===== src/rtl/lmc_pkg.sv =====
`default_nettype none

package lmc_pkg;

  // Field widths fixed by the instruction set and the item format.
  localparam int WordW = 11;
  localparam int AddrW = 7;
  localparam int CodeW = 10;
  localparam int MailboxCount = 100;

  // Decimal constants of the machine.
  localparam logic signed [WordW:0] WordMax  = 12'sd999;
  localparam logic signed [WordW:0] WrapSpan = 12'sd1999;
  localparam logic [CodeW-1:0] CodeBase = 10'd900;
  localparam logic [CodeW-1:0] CodeInp  = 10'd901;
  localparam logic [CodeW-1:0] CodeOut  = 10'd902;
  localparam logic [CodeW-1:0] CharInReset  = 10'd923;
  localparam logic [CodeW-1:0] CharOutReset = 10'd922;

  // Division by 100 of a word below 1000: multiply by 41, drop 12 bits.
  localparam logic [15:0] HundredRecip = 16'd41;
  localparam int HundredShift = 12;
  localparam logic [CodeW-1:0] Hundred = 10'd100;

  // Opcodes (hundreds digit of an instruction word).
  localparam logic [3:0] OpHlt = 4'd0;
  localparam logic [3:0] OpAdd = 4'd1;
  localparam logic [3:0] OpSub = 4'd2;
  localparam logic [3:0] OpSta = 4'd3;
  localparam logic [3:0] OpLda = 4'd5;
  localparam logic [3:0] OpBra = 4'd6;
  localparam logic [3:0] OpBrz = 4'd7;
  localparam logic [3:0] OpBrp = 4'd8;
  localparam logic [3:0] OpIo  = 4'h9;

  // Output kinds.
  localparam logic [1:0] KindNone = 2'd0;
  localparam logic [1:0] KindNum  = 2'd1;
  localparam logic [1:0] KindChar = 2'd2;

  // Configuration register indexes.
  localparam logic [1:0] RegCharIn  = 2'd0;
  localparam logic [1:0] RegCharOut = 2'd1;

  typedef enum logic [1:0] {
    ActClear = 2'd0,
    ActLoad  = 2'd1,
    ActStep  = 2'd2,
    ActNone  = 2'd3
  } action_e;

  // Commands from the controller to the datapath.
  typedef struct packed {
    logic simple;  // clear, load or no-op transaction, finished this cycle
    logic fetch;   // read the instruction word at the program counter
    logic decode;  // split the word and read the operand mailbox
    logic exec;    // update accumulator, program counter and memory
  } lmc_cmd_t;

  // Fold a sum back into -999..999 by 1999.
  function automatic logic signed [WordW-1:0] wrap_word(input logic signed [WordW:0] v);
    logic signed [WordW:0] r;
    r = v;
    if (v > WordMax) begin
      r = v - WrapSpan;
    end else if (v < -WordMax) begin
      r = v + WrapSpan;
    end
    return r[WordW-1:0];
  endfunction

endpackage

`default_nettype wire


===== src/rtl/lmc_ram.sv =====
`default_nettype none

module lmc_ram #(
  parameter int Width = 11,
  parameter int Depth = 100
) (
  input  wire logic                     clk_i,
  input  wire logic                     we_i,
  input  wire logic [$clog2(Depth)-1:0] waddr_i,
  input  wire logic [Width-1:0]         wdata_i,
  input  wire logic [$clog2(Depth)-1:0] raddr_i,
  output logic      [Width-1:0]         rdata_o
);

  logic [Width-1:0] mem_q [Depth];

  // One write port, one registered read port.
  always_ff @(posedge clk_i) begin
    if (we_i) begin
      mem_q[waddr_i] <= wdata_i;
    end
    rdata_o <= mem_q[raddr_i];
  end

endmodule

`default_nettype wire


===== src/rtl/lmc_ctrl.sv =====
`default_nettype none

module lmc_ctrl
  import lmc_pkg::*;
(
  input  wire logic     clk_i,
  input  wire logic     rst_ni,
  input  wire logic     start,
  input  wire action_e  action_i,
  output logic          busy,
  output lmc_cmd_t      cmd_o,
  output logic          done_o
);

  typedef enum logic [1:0] {
    StIdle,
    StFetch,
    StExec
  } state_e;

  state_e state_q;
  logic   done_q;
  logic   accept;

  assign busy   = (state_q != StIdle);
  assign accept = start && (state_q == StIdle);
  assign done_o = done_q;

  // Commands follow the state and a newly accepted transaction.
  always_comb begin
    cmd_o        = '0;
    cmd_o.simple = accept && (action_i != ActStep);
    cmd_o.fetch  = accept && (action_i == ActStep);
    cmd_o.decode = (state_q == StFetch);
    cmd_o.exec   = (state_q == StExec);
  end

  // State and the registered result strobe.
  always_ff @(posedge clk_i or negedge rst_ni) begin
    if (!rst_ni) begin
      state_q <= StIdle;
      done_q  <= 1'b0;
    end else begin
      // A result follows a clear, load or report transaction or the end of a step.
      done_q <= (state_q == StExec) || (accept && (action_i != ActStep));
      case (state_q)
        StIdle: begin
          if (accept && (action_i == ActStep)) begin
            state_q <= StFetch;
          end
        end
        StFetch: begin
          state_q <= StExec;
        end
        StExec: begin
          state_q <= StIdle;
        end
        default: begin
          state_q <= StIdle;
        end
      endcase
    end
  end

  // An accepted step walks fetch, execute and then reports.
  a_step_fetch: assert property (@(posedge clk_i) disable iff (!rst_ni)
    (accept && action_i == ActStep) |=> (state_q == StFetch))
    else $error("step transaction did not enter fetch");

  a_fetch_exec: assert property (@(posedge clk_i) disable iff (!rst_ni)
    (state_q == StFetch) |=> (state_q == StExec))
    else $error("fetch not followed by execute");

  a_exec_done: assert property (@(posedge clk_i) disable iff (!rst_ni)
    (state_q == StExec) |=> (done_q && state_q == StIdle))
    else $error("execute did not report a result");

endmodule

`default_nettype wire


===== src/rtl/lmc_datapath.sv =====
`default_nettype none

module lmc_datapath
  import lmc_pkg::*;
(
  input  wire logic                    clk_i,
  input  wire logic                    rst_ni,
  input  wire lmc_cmd_t                cmd_i,
  input  wire action_e                 action_i,
  input  wire logic [AddrW-1:0]        word_address_i,
  input  wire logic signed [WordW-1:0] word_value_i,
  input  wire logic signed [WordW-1:0] in_value_i,
  input  wire logic                    cfg_we_i,
  input  wire logic [1:0]              cfg_index_i,
  input  wire logic [CodeW-1:0]        cfg_data_i,
  output logic                         halted_o,
  output logic [1:0]                   out_kind_o,
  output logic signed [WordW-1:0]      out_value_o,
  output logic [AddrW-1:0]             next_pc_o,
  output logic signed [WordW-1:0]      acc_value_o
);

  // Architectural state.
  logic signed [WordW-1:0] acc_q, acc_d;
  logic [AddrW-1:0]        pc_q, pc_d;
  logic [CodeW-1:0]        char_in_q, char_out_q;
  logic [MailboxCount-1:0] valid_q;
  logic                    rvalid_q;

  // Per-instruction holding registers.
  logic signed [WordW-1:0] inval_q;
  logic [3:0]              op_q;
  logic [AddrW-1:0]        addr_q;
  logic                    neg_q;

  // Result registers.
  logic                    halted_q, halted_d;
  logic [1:0]              kind_q, kind_d;
  logic signed [WordW-1:0] oval_q, oval_d;

  // Memory port signals.
  logic                    ram_we;
  logic [AddrW-1:0]        ram_waddr;
  logic signed [WordW-1:0] ram_wdata;
  logic [AddrW-1:0]        ram_raddr;
  logic [WordW-1:0]        ram_rdata;
  logic signed [WordW-1:0] word;

  // Decode signals.
  logic [CodeW-1:0]        w10;
  logic [15:0]             prod;
  logic [3:0]              dec_op;
  logic [CodeW-1:0]        dec_rem;
  logic [CodeW-1:0]        code;
  logic [AddrW-1:0]        pc_inc;
  logic                    jumped;

  lmc_ram #(
    .Width(WordW),
    .Depth(MailboxCount)
  ) u_mailbox (
    .clk_i  (clk_i),
    .we_i   (ram_we),
    .waddr_i(ram_waddr),
    .wdata_i(ram_wdata),
    .raddr_i(ram_raddr),
    .rdata_o(ram_rdata)
  );

  // A mailbox never written since the last clear reads as zero.
  assign word = rvalid_q ? $signed(ram_rdata) : '0;

  // Split a non-negative word into hundreds digit and mailbox address.
  assign w10     = word[CodeW-1:0];
  assign prod    = {6'b0, w10} * HundredRecip;
  assign dec_op  = prod[HundredShift +: 4];
  assign dec_rem = w10 - 10'({6'b0, dec_op} * Hundred);

  // The read port serves the fetch, then the operand.
  assign ram_raddr = cmd_i.decode ? dec_rem[AddrW-1:0] : pc_q;

  assign pc_inc = (pc_q == AddrW'(MailboxCount - 1)) ? '0 : pc_q + 1'b1;
  assign code   = CodeBase + {3'b0, addr_q};

  // Next state of accumulator, program counter, memory and result.
  always_comb begin
    acc_d     = acc_q;
    pc_d      = pc_q;
    halted_d  = 1'b0;
    kind_d    = KindNone;
    oval_d    = '0;
    ram_we    = 1'b0;
    ram_waddr = word_address_i;
    ram_wdata = wrap_word({word_value_i[WordW-1], word_value_i});
    jumped    = 1'b0;
    if (cmd_i.simple) begin
      case (action_i)
        ActClear: begin
          acc_d = '0;
          pc_d  = '0;
        end
        ActLoad: begin
          ram_we = (word_address_i < AddrW'(MailboxCount));
        end
        default: begin
        end
      endcase
    end
    if (cmd_i.exec) begin
      ram_waddr = addr_q;
      ram_wdata = acc_q;
      if (!neg_q) begin
        case (op_q)
          OpHlt: begin
            halted_d = 1'b1;
            jumped   = 1'b1;
          end
          OpAdd: acc_d = wrap_word({acc_q[WordW-1], acc_q} + {word[WordW-1], word});
          OpSub: acc_d = wrap_word({acc_q[WordW-1], acc_q} - {word[WordW-1], word});
          OpSta: ram_we = 1'b1;
          OpLda: acc_d = word;
          OpBra: begin
            pc_d   = addr_q;
            jumped = 1'b1;
          end
          OpBrz: begin
            if (acc_q == '0) begin
              pc_d   = addr_q;
              jumped = 1'b1;
            end
          end
          OpBrp: begin
            if (!acc_q[WordW-1]) begin
              pc_d   = addr_q;
              jumped = 1'b1;
            end
          end
          OpIo: begin
            if (code == CodeInp) begin
              acc_d = wrap_word({inval_q[WordW-1], inval_q});
            end else if (code == CodeOut) begin
              kind_d = KindNum;
              oval_d = acc_q;
            end else if (code == char_in_q) begin
              acc_d = wrap_word({inval_q[WordW-1], inval_q});
            end else if (code == char_out_q) begin
              kind_d = KindChar;
              oval_d = acc_q;
            end
          end
          default: begin
          end
        endcase
      end
      if (!jumped) begin
        pc_d = pc_inc;
      end
    end
  end

  // Control state: accumulator, program counter, registers, valid bits.
  always_ff @(posedge clk_i or negedge rst_ni) begin
    if (!rst_ni) begin
      acc_q      <= '0;
      pc_q       <= '0;
      char_in_q  <= CharInReset;
      char_out_q <= CharOutReset;
      valid_q    <= '0;
    end else begin
      acc_q <= acc_d;
      pc_q  <= pc_d;
      if (cfg_we_i && cfg_index_i == RegCharIn) begin
        char_in_q <= cfg_data_i;
      end
      if (cfg_we_i && cfg_index_i == RegCharOut) begin
        char_out_q <= cfg_data_i;
      end
      if (cmd_i.simple && action_i == ActClear) begin
        valid_q <= '0;
      end else if (ram_we) begin
        valid_q[ram_waddr] <= 1'b1;
      end
    end
  end

  // Payload registers: read validity, decoded fields, results.
  always_ff @(posedge clk_i) begin
    rvalid_q <= valid_q[ram_raddr];
    if (cmd_i.fetch) begin
      inval_q <= in_value_i;
    end
    if (cmd_i.decode) begin
      op_q   <= dec_op;
      addr_q <= dec_rem[AddrW-1:0];
      neg_q  <= word[WordW-1];
    end
    if (cmd_i.simple || cmd_i.exec) begin
      halted_q <= halted_d;
      kind_q   <= kind_d;
      oval_q   <= oval_d;
    end
  end

  assign halted_o    = halted_q;
  assign out_kind_o  = kind_q;
  assign out_value_o = oval_q;
  assign next_pc_o   = pc_q;
  assign acc_value_o = acc_q;

  a_clear_zeroes: assert property (@(posedge clk_i) disable iff (!rst_ni)
    (cmd_i.simple && action_i == ActClear) |=> (pc_q == '0 && acc_q == '0 && valid_q == '0))
    else $error("clear transaction left state behind");

  a_pc_range: assert property (@(posedge clk_i) disable iff (!rst_ni)
    pc_q < AddrW'(MailboxCount))
    else $error("program counter beyond mailbox count");

  a_acc_range: assert property (@(posedge clk_i) disable iff (!rst_ni)
    (acc_q <= 11'sd999) && (acc_q >= -11'sd999))
    else $error("accumulator outside decimal range");

endmodule

`default_nettype wire


===== src/rtl/little_man_computer_core.sv =====
// Decimal accumulator machine with 100 signed mailboxes (-999..999).
// Command channel: a transaction is taken on a rising edge with start high
// and busy low. action selects clear (0), load one mailbox (1), execute the
// instruction at the program counter (2); action 3 only reports state.
// Result channel: result_valid_o is high for exactly one cycle per command,
// with halted_o, out_kind_o, out_value_o, next_pc_o and acc_value_o valid
// in that cycle. The receiver cannot stall; each result must be taken then.
// Latency: clear, load and report give their result in the cycle after the
// command and keep busy low, so one command can follow every cycle.
// A step runs instruction read, operand read and write-back in that order, all
// through the single port pair of the mailbox memory; its result shows in the
// cycle that busy falls, when the next command may already be given.
// Configuration: cfg_valid_i/cfg_ready_o write channel, index 0 is the
// character input code, index 1 the character output code; write only while
// the core is idle. Reset clears accumulator, program counter and all
// mailbox valid bits at once, so every mailbox reads zero without a sweep.
`default_nettype none

module little_man_computer_core
  import lmc_pkg::*;
(
  input  wire logic                    clk_i,
  input  wire logic                    rst_ni,
  input  wire logic                    start,
  output logic                         busy,
  input  wire logic [1:0]              action_i,
  input  wire logic [AddrW-1:0]        word_address_i,
  input  wire logic signed [WordW-1:0] word_value_i,
  input  wire logic signed [WordW-1:0] in_value_i,
  input  wire logic                    cfg_valid_i,
  output logic                         cfg_ready_o,
  input  wire logic [1:0]              cfg_index_i,
  input  wire logic [CodeW-1:0]        cfg_data_i,
  output logic                         result_valid_o,
  output logic                         halted_o,
  output logic [1:0]                   out_kind_o,
  output logic signed [WordW-1:0]      out_value_o,
  output logic [AddrW-1:0]             next_pc_o,
  output logic signed [WordW-1:0]      acc_value_o
);

  lmc_cmd_t cmd;
  action_e  action;

  assign action      = action_e'(action_i);
  assign cfg_ready_o = 1'b1;

  lmc_ctrl u_ctrl (
    .clk_i   (clk_i),
    .rst_ni  (rst_ni),
    .start   (start),
    .action_i(action),
    .busy    (busy),
    .cmd_o   (cmd),
    .done_o  (result_valid_o)
  );

  lmc_datapath u_datapath (
    .clk_i         (clk_i),
    .rst_ni        (rst_ni),
    .cmd_i         (cmd),
    .action_i      (action),
    .word_address_i(word_address_i),
    .word_value_i  (word_value_i),
    .in_value_i    (in_value_i),
    .cfg_we_i      (cfg_valid_i && cfg_ready_o),
    .cfg_index_i   (cfg_index_i),
    .cfg_data_i    (cfg_data_i),
    .halted_o      (halted_o),
    .out_kind_o    (out_kind_o),
    .out_value_o   (out_value_o),
    .next_pc_o     (next_pc_o),
    .acc_value_o   (acc_value_o)
  );

endmodule

`default_nettype wire


===== config.mk =====
export PLATFORM = sky130hd
export DESIGN_NAME = little_man_computer_core
export DESIGN_NICKNAME = d
export VERILOG_FILES = /design/src/rtl/lmc_pkg.sv /design/src/rtl/lmc_ram.sv /design/src/rtl/lmc_ctrl.sv /design/src/rtl/lmc_datapath.sv /design/src/rtl/little_man_computer_core.sv
export SDC_FILE = /design/constraint.sdc
export NUM_CORES = 2
export LEC_CHECK = 0
export ABC_AREA = 1
export BUFFER_PORTS_ARGS = -buffer_cell sky130_fd_sc_hd__buf_2
export CAP_MARGIN = 30
export CORE_MARGIN = 4
export CORE_UTILIZATION = 45
export DETAILED_ROUTE_END_ITERATION = 8
export SKIP_LAST_GASP = 1
export SYNTH_ARGS = -nofsm -noshare
export SYNTH_HDL_FRONTEND = slang
export SYNTH_HIERARCHICAL = 1
export SYNTH_SLANG_ARGS = --single-unit

===== constraint.sdc =====
create_clock -name clk_i -period 5.7 [get_ports clk_i]
set_input_delay 1.14 -clock clk_i [delete_from_list [all_inputs] [get_ports clk_i]]
set_output_delay 1.14 -clock clk_i [all_outputs]
set_load 0.01 [all_outputs]

==> results.json <==
{
  "start_kind": "flop",
  "drt_iter0_drc": 4933,
  "cp.required_ps": 6350,
  "ios": 82,
  "yosys.area_share.simple_pct": 24.1,
  "antenna_found_initial": 4,
  "worstMarginPinSlew_ps": 1060,
  "synth_xor_area_share_pct": 0.818,
  "synth_top_family_by_area": "simple AND/OR/NAND/NOR gates",
  "synth_mux_area_share_pct": 0,
  "vias": 43300,
  "grt_pass1_vias": 41100,
  "cts-root-buf": "clkbuf_16",
  "cts_max_level": 4,
  "power_frac_comb_pct": 34.2,
  "peakVddDrop_mv": 0.284,
  "setup_viol": 0,
  "final_nets": 6132,
  "grt_pass1_wl_um": 260000,
  "yosysSeqAreaShare_pct": 64.2,
  "p_clk_share_pct": 29.1,
  "power_frac_seq_pct": 36.7,
  "fill_cells": 11600,
  "grt.total_usage_pct": 25.0,
  "grt_max_degree": 161,
  "r2r_slack_ps": 360,
  "yosys_warnings": 6,
  "via_per_inst": 5.50,
  "insertion_delay_ps": 770,
  "place_ws_ps": 242,
  "fp.coreArea_mm2": 0.130,
  "ys_ff_latch": 1290,
  "drt-wirelength-per-cell_um": 22.0,
  "final_hold_viol_count": 0,
  "synth_nets": 6017,
  "hold_path.class": "in -> async",
  "regToRegEndpoint": "u_datapath/u_mailbox/rdata_o[10]$_DFF_P_",
  "diodes": 0,
  "clk_pin_slew_worst_paths_ps": 60,
  "cellLeakagePower_nw": 26.2,
  "placed_area_mm2": 0.0622,
  "p_per_area_mw_per_mm2": 444,
  "r2r_start": "u_datapath/rvalid_q$_DFF_P_",
  "outcome": "finished clean",
  "switching_share_pct": 37.9,
  "start_util_pct": 45.4,
  "cts_tree": "built",
  "critPathTopFamily": "simple AND/OR/NAND/NOR gates",
  "synth.avg_cell_area_um2": 9.99,
  "rsz0062_at_grt": "yes",
  "cts_buffers": 143,
  "synth.distinct_cells": 60,
  "grt_overflow": 0,
  "path_buf_inv": 6,
  "cts-resized-gates": 0,
  "fin_worst_skew_ps": 30.4,
  "cpMaxStageDelayCell": "fa_1",
  "synthCells": 5909,
  "timing.hold.ws_ps": 155,
  "cp_max_fo": 55,
  "synthArstFlopShare_pct": 10.9,
  "max_stage_delay_ps": 470,
  "cap_violations": 0,
  "globalplace.congestion": 0.909,
  "seqCellArea_mm2": 0.0379,
  "synthAdderAreaFrac_pct": 1.34,
  "die_w_um": 370,
  "io_buffers": 80,
  "dp_hpwl_um": 107000,
  "syn_to_final_growth_pct": 12.9,
  "end_kind": "flop",
  "cts_setup_buffers": 0,
  "clk_path_buf_depth": 3,
  "layout-drive-gt1-share_pct": 9.78,
  "cts.sinks": 1290,
  "p_total_mw": 29.6,
  "synth_flop_cell": "edfxtp_1",
  "multi_input_area_mm2": 0.0182,
  "die_h_um": 370,
  "drtAntennaViolNets": 0,
  "wl_um": 173000,
  "core.rowCount": 132,
  "fin_area_mm2": 0.0666,
  "min_period_ps": 5340,
  "final_util_pct": 51.3,
  "switchingPower_mw": 11.2,
  "relSlewSlack_pct": 29.2,
  "synth_compound_area_share_pct": 4.20,
  "finalWorstSetupSlack_ps": 360,
  "cp_common_cell": "nand2_1",
  "synth_area_mm2": 0.0590,
  "p_int_mw": 18.4,
  "worstPathArrival_ps": 5990,
  "die-area_mm2": 0.137,
  "timing.final.crit_share_pct": 93.7,
  "post-route-drc-count": 0,
  "r2r_cells": 26,
  "timing.fmax_ghz": 0.187,
  "dr.pass1.iters": 6,
  "synth_edf_count": 1137,
  "finalMaxSlewViolations": 0,
  "cts_hold_buf": 0,
  "crit_type": "reg -> reg"
}
worst register-to-register path, stage by stage (launching register included):
cell	delay [ps]
dfxtp_2	410
buf_4	230
nand2_2	170
xnor2_1	200
inv_1	70
fa_1	470
ha_1	320
ha_1	320
a21oi_1	160
nor2_1	50
a211oi_1	250
nand3b_1	140
nand2_1	100
inv_1	80
ha_1	310
nand2_1	60
o21ai_1	130
bufinv_8	280
inv_4	140
buf_16	240
nand3_1	340
nand3_1	140
nand3_1	190
nand2_1	140
nand2_1	90
nand3_1	120
nand2_1	70
registers in the layout, indices dropped and copies added (netlist names), 2 cells and up:
name / count
u_datapath/u_mailbox/rdata_o: 11
u_datapath/char_in_q: 10
u_datapath/valid_q: 100
u_datapath/addr_q: 7
u_datapath/out_kind_o: 2
u_datapath/op_q: 4
u_datapath/acc_value_o: 11
u_datapath/char_out_q: 10
u_datapath/out_value_o: 11
u_datapath/inval_q: 11
u_datapath/u_mailbox/mem_q: 1100
u_datapath/next_pc_o: 7
u_ctrl/state_q: 2
synth_stat cells (all sizes together), types with 8 or more instances:
cell       n  share of area [%]
nor3      46               0.41
dfxtp     12               0.41
o211ai    19               0.24
nand2   1858                 12
edfxtp  1137                 58
nor2     398                2.6
nand3    991                8.5
o21ai    181                1.5
clkinv     8              0.055
o221ai    18               0.27
clkbuf    88               0.57
a31oi     10               0.11
a21oi    169                1.5
nand4     24               0.25
buf      217                2.0
o22ai     23               0.24
dfstp     13               0.58
xor2      36               0.61
ha        57                1.2
inv      414                2.6
dfrtp    128                5.4
xnor2     14               0.21
metal layers:
layer	GRT usage, %	routed length, µm	part of all wire [%]	vias up
met5	0	0	0	-
met4	10.1	7050	4.1	0
met3	4.07	12400	7.2	303
met2	40.0	81400	47	1676
met1	34.1	72200	42	21000
li1	-	-	-	20300
metrics by stage:
step | setup TNS [ps] | std cells
after detailed placement | 0 | 7619
after global placement | 0 | 7611
after floorplan | -93800 | 5909
after global routing | -4.54 | 7874
after CTS | 0 | 7872
final | 0 | 7874
worst max-delay path by stage:
stage / startpoint / end / depth (start not counted)
2_1_floorplan: u_ctrl/state_q[0]$_DFFE_PN0P_ / u_datapath/u_mailbox/mem_q[0][0]$_DFFE_PP_ / 7
3_3_place_gp: u_datapath/rvalid_q$_DFF_P_ / u_datapath/u_mailbox/rdata_o[4]$_DFF_P_ / 33
3_5_place_dp: u_datapath/rvalid_q$_DFF_P_ / u_datapath/u_mailbox/rdata_o[10]$_DFF_P_ / 29
4_1_cts: u_datapath/rvalid_q$_DFF_P_ / u_datapath/u_mailbox/rdata_o[10]$_DFF_P_ / 29
5_1_grt: u_datapath/rvalid_q$_DFF_P_ / u_datapath/u_mailbox/rdata_o[4]$_DFF_P_ / 33
6_report: u_datapath/rvalid_q$_DFF_P_ / u_datapath/u_mailbox/rdata_o[10]$_DFF_P_ / 26
logic make-up after synthesis:
group / count (synthesis)
buffers and inverters: 727
AOI/OAI and AO/OA: 443
other: 1
adders and majority gates: 61
xor gates and xnor gates: 50
and+or+nand+nor: 3337
DFF: 1290
cell type report:
cell class / count / area share, %
Clock buffer: 194 / 5.88
Clock inverter: 59 / 0.627
Inverter: 422 / 2.46
Multi-Input combinational cell: 3892 / 27.3
Sequential cell: 1290 / 56.9
Tap cell: 1742 / 3.27
Timing Repair Buffer: 275 / 3.57
power by group through the flow:
stage | clock (mW) | sequential, mW | combinational, mW
after floorplan | 0 | 11.0 | 6.75
after global placement | 0 | 11.0 | 9.98
after detailed placement | 0 | 11.0 | 10.0
after CTS | 8.80 | 10.8 | 10.0
after global routing | 9.18 | 10.8 | 11.1
final | 8.62 | 10.8 | 10.1
cells in the final DEF, fill, tap and decap left out, types with 5 or more instances in the layout:
cell type  netlist  layout
buf_4           47     153
dfxtp_1         12      11
o21ai_4          0       8
xnor2_1         14      14
nand2_4         13      13
clkbuf_16        0     147
nand2_2         27      27
inv_1          397     396
nor2_2           4       5
edfxtp_1      1137    1137
buf_2          142      79
dfrtp_1        128     128
nand4_1         24      24
nand3_1        979     979
nor3_1          44      42
buf_6            3       5
a31oi_1         10       8
o21ai_0        174     167
o221ai_1        18      18
clkbuf_8         0       6
xor2_1          30      30
clkinv_2         2      25
nor4_1           7       5
xor2_2           6       6
inv_2           14      11
a21oi_1        165     163
nand2_1       1818    1818
o21ai_1          6       5
ha_1            57      57
inv_4            3       5
buf_12           0      34
nand3_2         12      12
clkinv_1         6      24
dfstp_2         13      13
nand3b_1         7       7
nor2_1         390     389
clkbuf_1        87      41
o211ai_1        19      19
o22ai_1         23      23
Note: power is estimated with default switching activity, not from simulation.
